**config.mk**
```make
export PLATFORM = sky130hd
export DESIGN_NAME = flash_write_erase_splitter_core
export DESIGN_NICKNAME = d
export VERILOG_FILES = /design/src/rtl/fwes_pkg.sv /design/src/rtl/fwes_front.sv /design/src/rtl/fwes_queue.sv /design/src/rtl/fwes_back.sv /design/src/rtl/flash_write_erase_splitter_core.sv
export SDC_FILE = /design/constraint.sdc
export NUM_CORES = 1
export LEC_CHECK = 0
export ABC_AREA = 1
export ABC_CLOCK_PERIOD_IN_PS = 13200
export BUFFER_PORTS_ARGS = -buffer_cell sky130_fd_sc_hd__buf_2
export CAP_MARGIN = 0
export CORE_ASPECT_RATIO = 1.5
export CORE_UTILIZATION = 65
export CTS_CLUSTER_DIAMETER = 40
export DETAILED_ROUTE_END_ITERATION = 10
export PLACE_DENSITY_LB_ADDON = 0.08
export SLEW_MARGIN = 40
export SYNTH_ARGS = -nofsm -noshare
export SYNTH_HDL_FRONTEND = slang
export SYNTH_SLANG_ARGS = --single-unit
```
**constraint.sdc**
```tcl
create_clock -name clk_i -period 13.2 [get_ports clk_i]
set_input_delay 1.98 -clock clk_i [delete_from_list [all_inputs] [get_ports clk_i]]
set_output_delay 1.98 -clock clk_i [all_outputs]
set_load 0.05 [all_outputs]
```
**src/rtl/fwes_pkg.sv**
```systemverilog
// Package for the flash write/erase splitter.
// Holds the job descriptor passed from front to back, and the operation,
// status and register codes. No dependencies.
package fwes_pkg;

  localparam int unsigned ADDR_W   = 24;
  localparam int unsigned COUNT_W  = 18;
  localparam int unsigned BYTES_W  = 9;
  localparam int unsigned REGEND_W = 25;

  // At most this many operations are issued for one request.
  localparam int unsigned RESULT_LIMIT = 33;
  localparam int unsigned RESULT_CNT_W = $clog2(RESULT_LIMIT);

  // Entries in the job queue between front and back.
  localparam int unsigned QUEUE_DEPTH = 2;

  // Operation codes.
  localparam logic [1:0] OP_PROGRAM   = 2'd0;
  localparam logic [1:0] OP_SECTOR    = 2'd1;
  localparam logic [1:0] OP_SUBSECTOR = 2'd2;
  localparam logic [1:0] OP_NONE      = 2'd3;

  // Status codes.
  localparam logic [1:0] ST_OK     = 2'd0;
  localparam logic [1:0] ST_REGION = 2'd1;
  localparam logic [1:0] ST_ALIGN  = 2'd2;
  localparam logic [1:0] ST_LONG   = 2'd3;

  // Configuration register indexes.
  localparam logic CFG_REGION_START = 1'b0;
  localparam logic CFG_REGION_END   = 1'b1;

  // What the back end has to do with a request.
  typedef enum logic [1:0] {
    JOB_NONE,
    JOB_WRITE,
    JOB_ERASE
  } job_kind_e;

  // One classified request.
  typedef struct packed {
    job_kind_e          kind;
    logic [ADDR_W-1:0]  addr;
    logic [COUNT_W-1:0] count;
    logic [1:0]         status;
  } job_t;

endpackage

```
**src/rtl/fwes_front.sv**
```systemverilog
// Front end of the splitter: holds the region registers and classifies each
// incoming request into a job for the queue. Depends on fwes_pkg.
module fwes_front import fwes_pkg::*; #(
  parameter int unsigned SUBSECTOR_BYTES = 4096,
  parameter int unsigned MAX_WRITE_BYTES = 8192,
  parameter int unsigned MAX_ERASE_BYTES = 131072
) (
  input  logic                clk_i,
  input  logic                rst_ni,
  // Configuration writes
  input  logic                cfg_valid_i,
  input  logic                cfg_index_i,
  input  logic [REGEND_W-1:0] cfg_data_i,
  // Request channel
  input  logic                req_valid_i,
  output logic                req_ready_o,
  input  logic                req_cmd_i,
  input  logic [ADDR_W-1:0]   req_addr_i,
  input  logic [COUNT_W-1:0]  req_count_i,
  // Queue push side
  input  logic                full_i,
  output logic                push_o,
  output job_t                job_o
);

  localparam logic [ADDR_W-1:0]  SubMaskA = ADDR_W'(SUBSECTOR_BYTES - 1);
  localparam logic [COUNT_W-1:0] SubMaskC = COUNT_W'(SUBSECTOR_BYTES - 1);
  localparam logic [COUNT_W-1:0] MaxWrite = COUNT_W'(MAX_WRITE_BYTES);
  localparam logic [COUNT_W-1:0] MaxErase = COUNT_W'(MAX_ERASE_BYTES);

  logic [ADDR_W-1:0]   region_start_q;
  logic [REGEND_W-1:0] region_end_q;
  logic [REGEND_W-1:0] end_addr;

  // Region registers, written one transfer at a time.
  always_ff @(posedge clk_i or negedge rst_ni) begin
    if (!rst_ni) begin
      region_start_q <= '0;
      region_end_q   <= REGEND_W'(1) << ADDR_W;
    end else if (cfg_valid_i) begin
      if (cfg_index_i == CFG_REGION_START) begin
        region_start_q <= cfg_data_i[ADDR_W-1:0];
      end else begin
        region_end_q <= cfg_data_i;
      end
    end
  end

  assign end_addr = REGEND_W'(req_addr_i) + REGEND_W'(req_count_i);

  // Checks in the order of precedence: length, then region or alignment,
  // then the empty request.
  always_comb begin
    job_o.addr   = req_addr_i;
    job_o.count  = req_count_i;
    job_o.kind   = JOB_NONE;
    job_o.status = ST_OK;
    if (!req_cmd_i) begin
      if (req_count_i > MaxWrite) begin
        job_o.status = ST_LONG;
      end else if (req_addr_i < region_start_q || end_addr > region_end_q) begin
        job_o.status = ST_REGION;
      end else if (req_count_i != '0) begin
        job_o.kind = JOB_WRITE;
      end
    end else begin
      if (req_count_i > MaxErase) begin
        job_o.status = ST_LONG;
      end else if ((req_addr_i & SubMaskA) != '0 || (req_count_i & SubMaskC) != '0) begin
        job_o.status = ST_ALIGN;
      end else if (req_count_i != '0) begin
        job_o.kind = JOB_ERASE;
      end
    end
  end

  assign req_ready_o = !full_i;
  assign push_o      = req_valid_i && !full_i;

endmodule

```
**src/rtl/fwes_queue.sv**
```systemverilog
// Short job queue between the front and back ends of the splitter.
// Depends on fwes_pkg for the job type.
module fwes_queue import fwes_pkg::*; #(
  parameter int unsigned DEPTH = QUEUE_DEPTH
) (
  input  logic clk_i,
  input  logic rst_ni,
  input  logic push_i,
  input  job_t job_i,
  output logic full_o,
  input  logic pop_i,
  output logic valid_o,
  output job_t job_o
);

  localparam int unsigned PtrW = (DEPTH > 1) ? $clog2(DEPTH) : 1;
  localparam int unsigned CntW = $clog2(DEPTH + 1);
  localparam logic [PtrW-1:0] LastPtr = PtrW'(DEPTH - 1);

  job_t            mem_q [DEPTH];
  logic [PtrW-1:0] wr_ptr_q, wr_ptr_d;
  logic [PtrW-1:0] rd_ptr_q, rd_ptr_d;
  logic [CntW-1:0] cnt_q, cnt_d;
  logic            do_push, do_pop;

  assign full_o  = (cnt_q == CntW'(DEPTH));
  assign valid_o = (cnt_q != '0);
  assign job_o   = mem_q[rd_ptr_q];
  assign do_push = push_i && !full_o;
  assign do_pop  = pop_i && valid_o;

  // Pointer and fill count update.
  always_comb begin
    wr_ptr_d = wr_ptr_q;
    rd_ptr_d = rd_ptr_q;
    cnt_d    = cnt_q;
    if (do_push) begin
      wr_ptr_d = (wr_ptr_q == LastPtr) ? '0 : wr_ptr_q + PtrW'(1);
    end
    if (do_pop) begin
      rd_ptr_d = (rd_ptr_q == LastPtr) ? '0 : rd_ptr_q + PtrW'(1);
    end
    if (do_push && !do_pop) begin
      cnt_d = cnt_q + CntW'(1);
    end else if (do_pop && !do_push) begin
      cnt_d = cnt_q - CntW'(1);
    end
  end

  always_ff @(posedge clk_i or negedge rst_ni) begin
    if (!rst_ni) begin
      wr_ptr_q <= '0;
      rd_ptr_q <= '0;
      cnt_q    <= '0;
    end else begin
      wr_ptr_q <= wr_ptr_d;
      rd_ptr_q <= rd_ptr_d;
      cnt_q    <= cnt_d;
    end
  end

  // Job storage.
  always_ff @(posedge clk_i) begin
    if (do_push) begin
      mem_q[wr_ptr_q] <= job_i;
    end
  end

endmodule

```
**src/rtl/fwes_back.sv**
```systemverilog
// Back end of the splitter: walks one job at a time and issues one flash
// operation per cycle, unless the receiver stalls, into the output register. Depends on fwes_pkg.
module fwes_back import fwes_pkg::*; #(
  parameter int unsigned PAGE_BYTES      = 256,
  parameter int unsigned SECTOR_BYTES    = 65536,
  parameter int unsigned SUBSECTOR_BYTES = 4096
) (
  input  logic               clk_i,
  input  logic               rst_ni,
  // Queue pop side
  input  logic               job_valid_i,
  input  job_t               job_i,
  output logic               pop_o,
  // Operation channel
  output logic               op_valid_o,
  input  logic               op_ready_i,
  output logic [1:0]         op_code_o,
  output logic [ADDR_W-1:0]  op_addr_o,
  output logic [BYTES_W-1:0] op_bytes_o,
  output logic [1:0]         op_status_o,
  output logic               op_last_o
);

  localparam int unsigned WideW = ADDR_W + 1;
  localparam logic [ADDR_W-1:0] PageMask = ADDR_W'(PAGE_BYTES - 1);
  localparam logic [ADDR_W-1:0] SecMask  = ADDR_W'(SECTOR_BYTES - 1);
  localparam logic [WideW-1:0]  PageW    = WideW'(PAGE_BYTES);
  localparam logic [WideW-1:0]  SectorW  = WideW'(SECTOR_BYTES);
  localparam logic [WideW-1:0]  SubW     = WideW'(SUBSECTOR_BYTES);
  localparam logic [RESULT_CNT_W-1:0] LastIdx = RESULT_CNT_W'(RESULT_LIMIT - 1);

  localparam logic ST_IDLE = 1'b0;
  localparam logic ST_RUN  = 1'b1;

  logic                    state_q, state_d;
  job_kind_e               kind_q;
  logic [1:0]              status_q;
  logic [ADDR_W-1:0]       addr_q, addr_d;
  logic [COUNT_W-1:0]      rem_q, rem_d;
  logic [RESULT_CNT_W-1:0] nres_q, nres_d;

  logic                    out_valid_q;
  logic [1:0]              out_code_q;
  logic [ADDR_W-1:0]       out_addr_q;
  logic [BYTES_W-1:0]      out_bytes_q;
  logic [1:0]              out_status_q;
  logic                    out_last_q;

  logic              load, emit, fin;
  logic [WideW-1:0]  rem_w, page_room, step, rem_after;
  logic [1:0]        code;
  logic              sector_ok;

  assign load  = (state_q == ST_IDLE) && job_valid_i;
  assign emit  = (state_q == ST_RUN) && (!out_valid_q || op_ready_i);
  assign pop_o = load;

  // Size of the next operation and whether it ends the run.
  always_comb begin
    rem_w     = WideW'(rem_q);
    page_room = PageW - WideW'(addr_q & PageMask);
    sector_ok = ((addr_q & SecMask) == '0) && (rem_w >= SectorW);
    step      = '0;
    code      = OP_NONE;
    fin       = 1'b1;
    case (kind_q)
      JOB_WRITE: begin
        code = OP_PROGRAM;
        step = (page_room > rem_w) ? rem_w : page_room;
        fin  = (rem_w == step);
      end
      JOB_ERASE: begin
        code = sector_ok ? OP_SECTOR : OP_SUBSECTOR;
        step = sector_ok ? SectorW : SubW;
        fin  = ((rem_w - step) < SubW);
      end
      default: begin
        code = OP_NONE;
        step = '0;
        fin  = 1'b1;
      end
    endcase
    rem_after = rem_w - step;
    if (nres_q == LastIdx) begin
      fin = 1'b1;
    end
  end

  // Job walker.
  always_comb begin
    state_d = state_q;
    addr_d  = addr_q;
    rem_d   = rem_q;
    nres_d  = nres_q;
    if (load) begin
      state_d = ST_RUN;
      addr_d  = job_i.addr;
      rem_d   = job_i.count;
      nres_d  = '0;
    end else if (emit) begin
      addr_d = addr_q + step[ADDR_W-1:0];
      rem_d  = rem_after[COUNT_W-1:0];
      nres_d = nres_q + RESULT_CNT_W'(1);
      if (fin) begin
        state_d = ST_IDLE;
      end
    end
  end

  always_ff @(posedge clk_i or negedge rst_ni) begin
    if (!rst_ni) begin
      state_q     <= ST_IDLE;
      kind_q      <= JOB_NONE;
      status_q    <= ST_OK;
      addr_q      <= '0;
      rem_q       <= '0;
      nres_q      <= '0;
      out_valid_q <= 1'b0;
    end else begin
      state_q <= state_d;
      addr_q  <= addr_d;
      rem_q   <= rem_d;
      nres_q  <= nres_d;
      if (load) begin
        kind_q   <= job_i.kind;
        status_q <= job_i.status;
      end
      if (emit) begin
        out_valid_q <= 1'b1;
      end else if (op_ready_i) begin
        out_valid_q <= 1'b0;
      end
    end
  end

  // Output register; it holds while the receiver stalls.
  always_ff @(posedge clk_i) begin
    if (emit) begin
      out_code_q   <= code;
      out_addr_q   <= (code == OP_NONE) ? '0 : addr_q;
      out_bytes_q  <= (code == OP_PROGRAM) ? step[BYTES_W-1:0] : '0;
      out_status_q <= (code == OP_NONE) ? status_q : ST_OK;
      out_last_q   <= fin;
    end
  end

  assign op_valid_o  = out_valid_q;
  assign op_code_o   = out_code_q;
  assign op_addr_o   = out_addr_q;
  assign op_bytes_o  = out_bytes_q;
  assign op_status_o = out_status_q;
  assign op_last_o   = out_last_q;

endmodule

```
**src/rtl/flash_write_erase_splitter_core.sv**
```systemverilog
// Top level of the flash write/erase splitter.
// Instantiates fwes_front, fwes_queue and fwes_back; depends on fwes_pkg.
// Usage:
//   The request channel (s_axis) carries a write or erase request: tuser is
//   the command (0 write, 1 erase), tdata the start address and byte count.
//   The result channel (m_axis) gives one flash operation per transfer: tuser
//   is the operation code, tdata the address, page-program byte count and
//   status, tlast marks the final operation of a request.
//   The configuration channel writes region_start (index 0) and region_end
//   (index 1); it is always ready, and the user must write it only while the
//   block is idle, as the block itself does not enforce this. A request is
//   pushed into the job queue and loaded by the walker; its operations are
//   registered in the output register, one per cycle while the receiver does
//   not stall, up to 33 per request. Requests are taken while the two-entry
//   job queue has room, so the next request is classified while the walker
//   runs. When the receiver stalls, the output register holds its operation
//   and the walker waits; the queue then fills and s_axis_tready drops.
//   Reset clears the queue, the walker and the output valid, and sets the
//   region to the full 16 MiB address space.
//   Page, sector and subsector sizes must be powers of two.
module flash_write_erase_splitter_core import fwes_pkg::*; #(
  parameter int unsigned PAGE_BYTES      = 256,
  parameter int unsigned SECTOR_BYTES    = 65536,
  parameter int unsigned SUBSECTOR_BYTES = 4096,
  parameter int unsigned MAX_WRITE_BYTES = 8192,
  parameter int unsigned MAX_ERASE_BYTES = 131072
) (
  input  logic                clk_i,
  input  logic                rst_ni,
  // Configuration write channel
  input  logic                cfg_valid_i,
  output logic                cfg_ready_o,
  input  logic                cfg_index_i,
  input  logic [REGEND_W-1:0] cfg_data_i,
  // Request channel
  input  logic                s_axis_tvalid,
  output logic                s_axis_tready,
  input  logic [47:0]         s_axis_tdata,  // start_address[23:0], byte_count[41:24], zero pad
  input  logic                s_axis_tuser,  // command
  // Operation channel
  output logic                m_axis_tvalid,
  input  logic                m_axis_tready,
  output logic [39:0]         m_axis_tdata,  // op_address[23:0], op_bytes[32:24], status[34:33]
  output logic [1:0]          m_axis_tuser,  // operation
  output logic                m_axis_tlast
);

  logic               push, full, pop, job_valid;
  job_t               job_in, job_out;
  logic [1:0]         op_status;
  logic [ADDR_W-1:0]  op_addr;
  logic [BYTES_W-1:0] op_bytes;

  assign cfg_ready_o = 1'b1;

  fwes_front #(
    .SUBSECTOR_BYTES (SUBSECTOR_BYTES),
    .MAX_WRITE_BYTES (MAX_WRITE_BYTES),
    .MAX_ERASE_BYTES (MAX_ERASE_BYTES)
  ) u_front (
    .clk_i       (clk_i),
    .rst_ni      (rst_ni),
    .cfg_valid_i (cfg_valid_i),
    .cfg_index_i (cfg_index_i),
    .cfg_data_i  (cfg_data_i),
    .req_valid_i (s_axis_tvalid),
    .req_ready_o (s_axis_tready),
    .req_cmd_i   (s_axis_tuser),
    .req_addr_i  (s_axis_tdata[ADDR_W-1:0]),
    .req_count_i (s_axis_tdata[ADDR_W+COUNT_W-1:ADDR_W]),
    .full_i      (full),
    .push_o      (push),
    .job_o       (job_in)
  );

  fwes_queue #(
    .DEPTH (QUEUE_DEPTH)
  ) u_queue (
    .clk_i   (clk_i),
    .rst_ni  (rst_ni),
    .push_i  (push),
    .job_i   (job_in),
    .full_o  (full),
    .pop_i   (pop),
    .valid_o (job_valid),
    .job_o   (job_out)
  );

  fwes_back #(
    .PAGE_BYTES      (PAGE_BYTES),
    .SECTOR_BYTES    (SECTOR_BYTES),
    .SUBSECTOR_BYTES (SUBSECTOR_BYTES)
  ) u_back (
    .clk_i       (clk_i),
    .rst_ni      (rst_ni),
    .job_valid_i (job_valid),
    .job_i       (job_out),
    .pop_o       (pop),
    .op_valid_o  (m_axis_tvalid),
    .op_ready_i  (m_axis_tready),
    .op_code_o   (m_axis_tuser),
    .op_addr_o   (op_addr),
    .op_bytes_o  (op_bytes),
    .op_status_o (op_status),
    .op_last_o   (m_axis_tlast)
  );

  assign m_axis_tdata = {5'b0, op_status, op_bytes, op_addr};

endmodule

```
==> flow_summary.json, run 1 <==
{
  "remaining_drc_errors": 0,
  "grt_overflow_total": 0,
  "clock.fmax_mhz": 195.3,
  "drv_slew": 0,
  "syn-mean-instance-area_um2": 8.671,
  "grt_first_pass_wirelength_um": 57480,
  "drive_gt1_frac": 0.1415,
  "clk_latency_ps": 550,
  "yosysSeqAreaShare": 0.4562,
  "cts_resized": 0,
  "dp.final_hpwl_um": 26590,
  "cp_slowest_stage_delay_ps": 420,
  "fin_nets": 1990,
  "core_mm2": 0.02172,
  "gp_congestion": 0.9598,
  "cp_max_fo": 32,
  "nFillCells": 1611,
  "cp_common_cell": "nand2_1",
  "holdBufCountCts": 0,
  "port_buffers": 113,
  "min_period_ps": 5121,
  "numCtsBuffers": 29,
  "cap_viol_max_count": 0,
  "grt_max_degree": 79,
  "powerDensity_mw_per_mm2": 252.1,
  "leakagePower_uw": 0.007592,
  "cts_root_buffer": "clkbuf_16",
  "final_common_cell": "nand2_1",
  "ys_ff_latch": 237,
  "track_usage": 0.3260,
  "clock_path_buffers": 3,
  "synth.distinct_cells": 58,
  "worst_slew_pin_slew_ps": 829.8,
  "dr_total_vias": 11950,
  "drt_pre_antenna_iters": 7,
  "die-width_um": 123.7,
  "synthCells": 1664,
  "yosysTopAreaCell": "edfxtp_1",
  "antenna_left": 0,
  "cts_setup_buffers": 0,
  "status": "completed",
  "area_growth_pct": 12.80,
  "first_iter_violations": 831,
  "htreeDepth": 1,
  "holdCritPathClass": "register to register",
  "rsz0062_at_grt": "false",
  "dieArea_mm2": 0.02281,
  "antenna_found_initial": 0,
  "routedWlPerCell_um": 17.36,
  "numClockSinks": 237,
  "viasPerCell": 5.741,
  "drt-total-wl_um": 36130,
  "ys.warnings.count": 0,
  "fin_skew_ps": 14.98,
  "diodes": 0,
  "num_rows": 66,
  "grt_pass1_vias": 11870,
  "critPathLaunchType": "register",
  "ios": 126,
  "initial_core_util": 0.6644,
  "period_share": 0.3879,
  "fin_tns_setup_ps": 0,
  "max-slew-margin-rel": 0.4468,
  "synth-main-ff-cell": "edfxtp_1",
  "slowest_stage": "fa_1",
  "crit_type": "register to register",
  "synth_top_area_share": 0.2706,
  "die_height_um": 184.5,
  "vdd_drop_max_v": 0.0001347,
  "syn_area_mm2": 0.01443,
  "setup_viol": 0,
  "mostFrequentLayoutCells": "297 x nand2_1, 202 x inv_1, 164 x nor2_1",
  "fin_hold_ws_ps": 485.1,
  "synth-edff-count": 130,
  "cp-end-kind": "register",
  "cts_tree": "done",
  "final-hold-violation-count": 0,
  "required_ps": 13570,
  "cp.arrival_ps": 5490,
  "ys_async_sr_fraction": 0.4515,
  "synth_area_leaders": "edfxtp_1 27%, dfrtp_1 18%, ha_1 10%",
  "worst_setup_hold_path_clk_slew_ps": 60
}
==> state kept, by name (all words and copies together), names as in the netlist <==
register / flops
u_queue.mem_q: 92
u_front.region_end_q: 25
u_back.addr_q: 24
u_back.op_addr_o: 24
u_front.region_start_q: 24
u_back.rem_q: 18
u_back.op_bytes_o: 9
u_back.nres_q: 6
u_back.kind_q: 2
u_back.op_code_o: 2
u_back.op_status_o: 2
u_back.status_q: 2
u_queue.cnt_q: 2
u_back.op_last_o: 1
u_back.op_valid_o: 1
u_back.state_q: 1
u_queue.rd_ptr_q: 1
u_queue.wr_ptr_q: 1
==> report_power, final <==
group	total [µW]	switching (µW)	internal [µW]	leakage (µW)
combinational	2080	1440	639	0.00458
clock	822	327	495	0.000494
sequential	1200	134	1070	0.00252
total	4100	1900	2200	0.00759
==> final timing paths <==
check / from / endpoint / slack (ps) / depth (start not counted)
setup / recovery: u_back.addr_q[1] / u_back.addr_q[8] / 8080 / 28
hold / removal: u_front.region_start_q[7] / u_front.region_start_q[7] / 490 / 2
setup reg to reg: u_back.addr_q[1] / u_back.addr_q[8] / 8080 / 28
hold reg to reg: u_front.region_start_q[7] / u_front.region_start_q[7] / 490 / 2
max in group asynchronous: rst_ni / u_back.addr_q[23] / 10740 / 2
min in group asynchronous: rst_ni / u_front.region_start_q[2] / 1460 / 1
==> cell usage after synthesis, types with 3 or more instances <==
cell type  instances
o31ai_1            9
o211ai_1          27
o21a_1             9
o21ai_1           18
buf_4              7
a22oi_1            4
xor2_1            30
nand2_1          297
inv_1            203
ha_1             120
clkbuf_1          30
nand4_1           21
a21oi_1          101
or2_2             16
nor2_4             6
fa_1               3
a21o_1             7
a31oi_1           32
and3_1             3
nor3_1            17
nor2_1           166
o21ai_0          114
nor4_1             8
o21bai_1           3
nand3_1           73
nor2_2            12
buf_2              8
nand3b_1           4
edfxtp_1         130
nand2_2           10
o21ai_2            5
xnor2_1           13
dfrtp_1          106
a21oi_2            4
inv_2             17
==> area by class of cell <==
cell class / instances / area, µm² / area share
Clock buffer: 32 / 747.0 / 0.04589
Sequential cell: 237 / 6583 / 0.4044
Multi-Input combinational cell: 1173 / 6858 / 0.4214
Timing Repair Buffer: 124 / 654.4 / 0.04021
Clock inverter: 21 / 260.3 / 0.01599
Tap cell: 272 / 340.3 / 0.02091
Inverter: 222 / 833.3 / 0.05120
==> cells by family (layout without fill, tap and decap cells) <==
logic type	after synthesis	after routing	share of synthesized area
adders and majority gates	123	123	0.1082
buffers and inverters	271	399	0.07406
and+or+nand+nor	641	641	0.1949
xor gates and xnor gates	44	44	0.02723
AOI/OAI and AO/OA	346	346	0.1388
DFF	237	237	0.4562
other	2	19	0.0005205
==> critical path, delay by kind of cell (launching register included) <==
kind	cells	cell delay, ps
DFF	1	400
buffers and inverters	4	440
adders and majority gates	4	1250
AOI/OAI and AO/OA	6	850
and+or+nand+nor	14	2000
==> routing by layer <==
metal | up-vias | part of all wire | track usage
met2 | 362 | 0.52 | 0.5836
li1 | 5872 | - | -
met5 | - | 0 | 0
met3 | 115 | 0.047 | 0.03775
met1 | 5597 | 0.38 | 0.3728
met4 | 0 | 0.056 | 0.1745
==> metrics by stage <==
stage	utilization	instance area, µm²	total power (µW)	setup WS, ps	instances
floorplan	-	14490	2734	8360	1681
global placement	0.7028	15260	3191	7831	2028
detailed placement	0.7028	15260	3255	7774	2028
CTS	0.7492	16270	4094	8170	2081
global route	0.7494	16280	4395	7605	2081
finish	0.7494	16280	4103	8079	2081
Power figures use the tool's default switching activity.
==> run 2: changes to the inputs <==
--- a/config.mk
+++ b/config.mk
@@ -6,11 +6,11 @@
 export NUM_CORES = 1
 export LEC_CHECK = 0
 export ABC_AREA = 1
-export ABC_CLOCK_PERIOD_IN_PS = 13200
+export ABC_CLOCK_PERIOD_IN_PS = 5050
 export BUFFER_PORTS_ARGS = -buffer_cell sky130_fd_sc_hd__buf_2
 export CAP_MARGIN = 0
 export CORE_ASPECT_RATIO = 1.5
-export CORE_UTILIZATION = 65
+export CORE_UTILIZATION = 61
 export CTS_CLUSTER_DIAMETER = 40
 export DETAILED_ROUTE_END_ITERATION = 10
 export PLACE_DENSITY_LB_ADDON = 0.08
==> constraint.sdc (replaced) <==
create_clock -name clk_i -period 5.05 [get_ports clk_i]
set_input_delay 0.7575 -clock clk_i [delete_from_list [all_inputs] [get_ports clk_i]]
set_output_delay 0.7575 -clock clk_i [all_outputs]
set_load 0.05 [all_outputs]
==> run 2 against run 1 <==
Effect of this change:
- largest power group unchanged
- cell area up 0.45%
- setup slack worse by 7700 ps
- critical path type unchanged
- largest cell class unchanged
- worst hold slack worse by 280 ps
- global-route usage down 2.9 points
- first-iteration DRC count down 26%
- non-clock buffer count up 2
==> flow_summary.json, run 2 (synthesis results as in run 1) <==
{
  "status": "completed",
  "clock.fmax_mhz": 213.5,
  "min_period_ps": 4683,
  "timing.rr.end": "u_back.rem_q[13]",
  "crit_start": "u_back.addr_q[0]",
  "worst_slew_pin_slew_ps": 797.6,
  "core_mm2": 0.02314,
  "drv_slew": 0,
  "drt-total-wl_um": 35210,
  "fin_tns_setup_ps": 0,
  "first_iter_violations": 619,
  "htreeDepth": 1,
  "routedWlPerCell_um": 16.54,
  "track_usage": 0.2966,
  "numClockSinks": 237,
  "stdcell_area_mm2": 0.01635,
  "critPathLaunchType": "register",
  "grt_overflow_total": 0,
  "largest_register_ffs": 92,
  "fin_nets": 1993,
  "crit_type": "register to register",
  "remaining_drc_errors": 0,
  "final-hold-violation-count": 0,
  "layout_setup_ws_ps": 366.7,
  "placed_area_mm2": 0.01534,
  "cts_tree": "done",
  "fin_util": 0.7064,
  "drive_gt1_frac": 0.1462,
  "dieArea_mm2": 0.02429,
  "seqPwrFrac": 0.294,
  "cp.arrival_ps": 5100,
  "clock_path_buffers": 3,
  "period_share": 0.9274,
  "antenna_left": 0,
  "worstReg2RegStart": "u_back.addr_q[0]",
  "final_common_cell": "nand2_1",
  "fin_skew_ps": 30.01,
  "cts_root_buffer": "clkbuf_16",
  "port_buffers": 113,
  "gp_congestion": 1.029,
  "p_sw_uw": 4965,
  "vdd_drop_max_v": 0.0003847,
  "ios": 126,
  "setup_viol": 0,
  "area_growth_pct": 13.30,
  "num_rows": 68,
  "pwr-share-clk": 0.196,
  "rr_worst_depth": 27,
  "dr_total_vias": 11830,
  "antenna_found_initial": 0,
  "grt_first_pass_wirelength_um": 56300,
  "max-slew-margin-rel": 0.4675,
  "cap_viol_max_count": 0,
  "worst_setup_hold_path_clk_slew_ps": 60,
  "internal_power_uw": 5674,
  "endpoint": "u_back.rem_q[13]",
  "required_ps": 5470,
  "drt_pre_antenna_iters": 5,
  "numCtsBuffers": 29,
  "initial_core_util": 0.6235,
  "power_frac_comb": 0.510,
  "holdCritPathClass": "primary input to asynchronous set/reset pin",
  "holdBufCountCts": 0,
  "viasPerCell": 5.558,
  "r2r_slack_ps": 370,
  "die_height_um": 190.4,
  "switching_share": 0.4667,
  "place_ws_ps": 224.2,
  "mostFrequentLayoutCells": "296 x nand2_1, 201 x inv_1, 163 x nor2_1",
  "grt_pass1_vias": 11510,
  "dp.final_hpwl_um": 26230,
  "regMostFlops": "u_queue.mem_q",
  "rsz0062_at_grt": "false",
  "cp_max_fo": 11,
  "leakagePower_uw": 0.007578,
  "die-width_um": 127.6,
  "cp-end-kind": "register",
  "grt_max_degree": 69,
  "largestRegisters": "u_queue.mem_q (92), u_front.region_end_q (25)",
  "powerDensity_mw_per_mm2": 650.8,
  "clk_latency_ps": 570
}
[run 2: worst max-delay path: stages (launching register included)]
cell and delay, ps:
dfrtp_1 420, inv_4 130, ha_2 230, nand4_1 190, or2_4 320, nand2_2 90, inv_1 60, ha_1 290
nand2_1 90, nor2_4 120, nand3b_1 90, nand3_1 180, nand2_4 140, buf_4 200, nand2_1 70, o21ai_1 70
nor2_1 180, inv_2 80, ha_1 390, nand2_1 110, nor2_1 180, nand2_1 70, o21ai_0 360, a21oi_1 100
o21ai_0 110, o31ai_1 90, nand2_1 90, o21ai_0 90
[run 2: worst min path at each step]
| stage | end | slack (ps) | cells after the start |
|---|---|---|---|
| CTS | u_back.rem_q[10] | 210 | 1 |
| global route | u_back.rem_q[10] | 240 | 1 |
| global placement | u_front.region_end_q[12] | 470 | 2 |
| floorplan | u_front.region_end_q[10] | 450 | 2 |
| finish | u_back.rem_q[10] | 200 | 1 |
| detailed placement | u_front.region_end_q[13] | 470 | 2 |
[run 2: repair_timing]
| action | in CTS | in global routing |
|---|---|---|
| setup buffers | 0 | 0 |
| gates resized for setup | 0 | 7 |
| setup endpoints to repair | 0 | 12 |
[run 2: cell type report]
cell class	count	area, µm²
multi-input cells	1174	6878
fillers	1883	6794
flip-flops and latches	237	6583
inverters	222	835.8
clock buffers	33	750.7
repair buffers	126	669.4
well taps	315	394.1
clock inverters	21	235.2
diodes	1	2.502
[run 2: layer usage]
layer	GRT usage	routed length, µm	up-vias
li1	-	-	5877
met1	0.3493	14120	5567
met2	0.5454	18220	311
met3	0.03255	1463	78
met4	0.1226	1402	0
met5	0	0	-
[run 2: per-stage QoR]
step	total power, µW	instances	hold slack [ps]
global route	11410	2128	241.0
global placement	8396	2073	465.4
finish	10640	2129	200.6
CTS	10610	2127	213.2
floorplan	7147	1681	453.0
detailed placement	8490	2073	472.4
[run 2: power by group through the flow]
stage          Clock, µW  Combinational, µW  Sequential (µW)
6_report            2090               5430             3130
5_1_grt             2200               6030             3190
4_1_cts             2110               5380             3120
3_5_place_dp           0               5340             3150
3_3_place_gp           0               5260             3130
2_1_floorplan          0               3510             3630
==> run 3: changes to the inputs <==
--- a/config.mk
+++ b/config.mk
@@ -6,11 +6,11 @@
 export NUM_CORES = 1
 export LEC_CHECK = 0
 export ABC_AREA = 1
-export ABC_CLOCK_PERIOD_IN_PS = 5050
+export ABC_CLOCK_PERIOD_IN_PS = 3900
 export BUFFER_PORTS_ARGS = -buffer_cell sky130_fd_sc_hd__buf_2
 export CAP_MARGIN = 0
 export CORE_ASPECT_RATIO = 1.5
-export CORE_UTILIZATION = 61
+export CORE_UTILIZATION = 55
 export CTS_CLUSTER_DIAMETER = 40
 export DETAILED_ROUTE_END_ITERATION = 10
 export PLACE_DENSITY_LB_ADDON = 0.08
==> constraint.sdc (replaced) <==
create_clock -name clk_i -period 3.9 [get_ports clk_i]
set_input_delay 0.585 -clock clk_i [delete_from_list [all_inputs] [get_ports clk_i]]
set_output_delay 0.585 -clock clk_i [all_outputs]
set_load 0.05 [all_outputs]
==> run 3 against run 2 <==
Effect of this change:
- the flow now finishes with violations (setup timing)
- via count up 5.2%
- clock power is 32% higher
- sequential cell count unchanged
- core utilization increased by 0.31 points
- largest cell class unchanged
- highest routed layer unchanged
==> flow_summary.json, run 3 (synthesis results as in run 1) <==
{
  "dr_total_vias": 12440,
  "fin_tns_setup_ps": -2162,
  "die-width_um": 134.2,
  "holdCritPathClass": "primary input to asynchronous set/reset pin",
  "holdBufCountCts": 0,
  "worstReg2RegStart": "u_back.addr_q[0]",
  "cp-end-kind": "register",
  "die_height_um": 200.4,
  "numClockSinks": 237,
  "drv_slew": 0,
  "stdcell_area_mm2": 0.01828,
  "vdd_drop_max_v": 0.0005581,
  "num_rows": 72,
  "cp_slowest_stage_delay_ps": 380,
  "path_buf_inv": 6,
  "max-slew-margin-rel": 0.4847,
  "rsz0062_at_grt": "true",
  "dp.cells": 2203,
  "numCtsBuffers": 28,
  "instances_no_fill": 2288,
  "leakagePower_uw": 0.008421,
  "grt_overflow_total": 0,
  "highest_layer": "met4",
  "period_share": 1.043,
  "rr_worst_depth": 28,
  "drt_pre_antenna_iters": 5,
  "cp_common_cell": "nand2_4",
  "required_ps": 4340,
  "remaining_drc_errors": 0,
  "cp_max_fo": 7,
  "first_iter_violations": 555,
  "cts_root_buffer": "clkbuf_16",
  "total_power_uw": 16130,
  "regMostFlops": "u_queue.mem_q",
  "initial_core_util": 0.5600,
  "ios": 126,
  "final_common_cell": "nand2_1",
  "status": "complete, but fails checks",
  "critPathLaunchType": "register",
  "nFillCells": 2051,
  "clk_latency_ps": 550,
  "place_ws_ps": -282.5,
  "antenna_left": 0,
  "worst_slew_pin_slew_ps": 773.0,
  "setup_viol": 28,
  "area_growth_pct": 26.69,
  "powerDensity_mw_per_mm2": 882.5,
  "cts_tree": "done",
  "r2r_slack_ps": -170,
  "grt_max_degree": 68,
  "clock_path_buffers": 3,
  "layout_setup_ws_ps": -168.9,
  "largestRegisters": "u_queue.mem_q (92), u_front.region_end_q (25)",
  "fin_skew_ps": 14.68,
  "route.met2.wl_um": 19680,
  "grt_first_pass_wirelength_um": 60770,
  "crit_family": "simple AND/OR/NAND/NOR gates",
  "grt_pass1_vias": 12520,
  "clock.fmax_mhz": 245.8,
  "worstSetupPathDepth": 28,
  "drt-total-wl_um": 38280,
  "violations": "setup timing",
  "slowest_stage": "dfrtp_1",
  "largest_register_ffs": 92,
  "viasPerCell": 5.439,
  "cap_viol_max_count": 0,
  "dieArea_mm2": 0.02690,
  "dr_wl_met3_um": 1239,
  "mostFrequentLayoutCells": "276 x nand2_1, 193 x inv_1, 150 x nor2_1",
  "m1WireLength_um": 15160,
  "antenna_found_initial": 2,
  "worst_setup_hold_path_clk_slew_ps": 60,
  "routedWlPerCell_um": 16.73,
  "min_period_ps": 4069,
  "fin_nets": 2134,
  "final-hold-violation-count": 0,
  "cp.arrival_ps": 4510,
  "timing.rr.end": "u_back.rem_q[15]",
  "crit_type": "register to register",
  "track_usage": 0.2876,
  "placed_area_mm2": 0.01626,
  "drive_gt1_frac": 0.2698,
  "dp.final_hpwl_um": 28100,
  "port_buffers": 113,
  "core_mm2": 0.02576,
  "gp_congestion": 0.9598,
  "htreeDepth": 1
}
## run 3: cell types whose count changed in the layout (fill, tap and decap cells not counted), sizes merged
cell and change:
clkbuf +1, bufinv +1, clkinvlp -1, clkinv -3, diode +1, buf +142
## run 3: timing repair
| action | CTS | global route |
|---|---|---|
| buffers inserted | 19 | 13 |
| resized for setup | 86 | 97 |
| cloned | 1 | 0 |
| endpoints found under the hold margin | 0 | 0 |
| endpoints found under the setup margin | 33 | 36 |
| pin swaps | 42 | 74 |
## run 3: power by group
part	leakage (µW)	internal (µW)	switching, µW
Combinational	0.00542	3580	5780
Clock	0.000481	1630	1120
Sequential	0.00252	3610	410
## run 3: how the worst max path moves through the flow
stage / from / slack, ps / end
3_5_place_dp: u_back.addr_q[1] / -280 / u_back.addr_q[18]
6_report: u_back.addr_q[0] / -170 / u_back.rem_q[15]
2_1_floorplan: u_back.addr_q[0] / -80 / u_back.addr_q[18]
4_1_cts: u_back.addr_q[0] / -120 / u_back.addr_q[18]
3_3_place_gp: u_back.addr_q[1] / -260 / u_back.addr_q[18]
5_1_grt: u_back.addr_q[1] / -360 / u_back.rem_q[15]
## run 3: layer usage
layer,global-route usage,vias to the layer above
li1,-,6157
met1,0.3233,5889
met2,0.5250,290
met3,0.02860,108
met4,0.1605,0
met5,0,-
## run 3: area by class of cell
class | instances | area (µm²) | area share
sequential | 237 | 6583 | 0.3601
multi-input combinational | 1174 | 7630 | 0.4174
clock buffer | 34 | 764.5 | 0.04182
inverter | 222 | 838.3 | 0.04586
clock inverter | 18 | 235.2 | 0.01287
antenna | 2 | 5.005 | 0.0002738
tap | 333 | 416.7 | 0.02279
timing repair buffer | 268 | 1808 | 0.09890
## run 3: per-stage QoR
stage          hold slack (ps)  utilization
2_1_floorplan            289.4            -
3_3_place_gp             464.9       0.6309
3_5_place_dp             472.5       0.6310
4_1_cts                  97.36       0.6893
5_1_grt                  130.3       0.7095
6_report                 86.76       0.7095
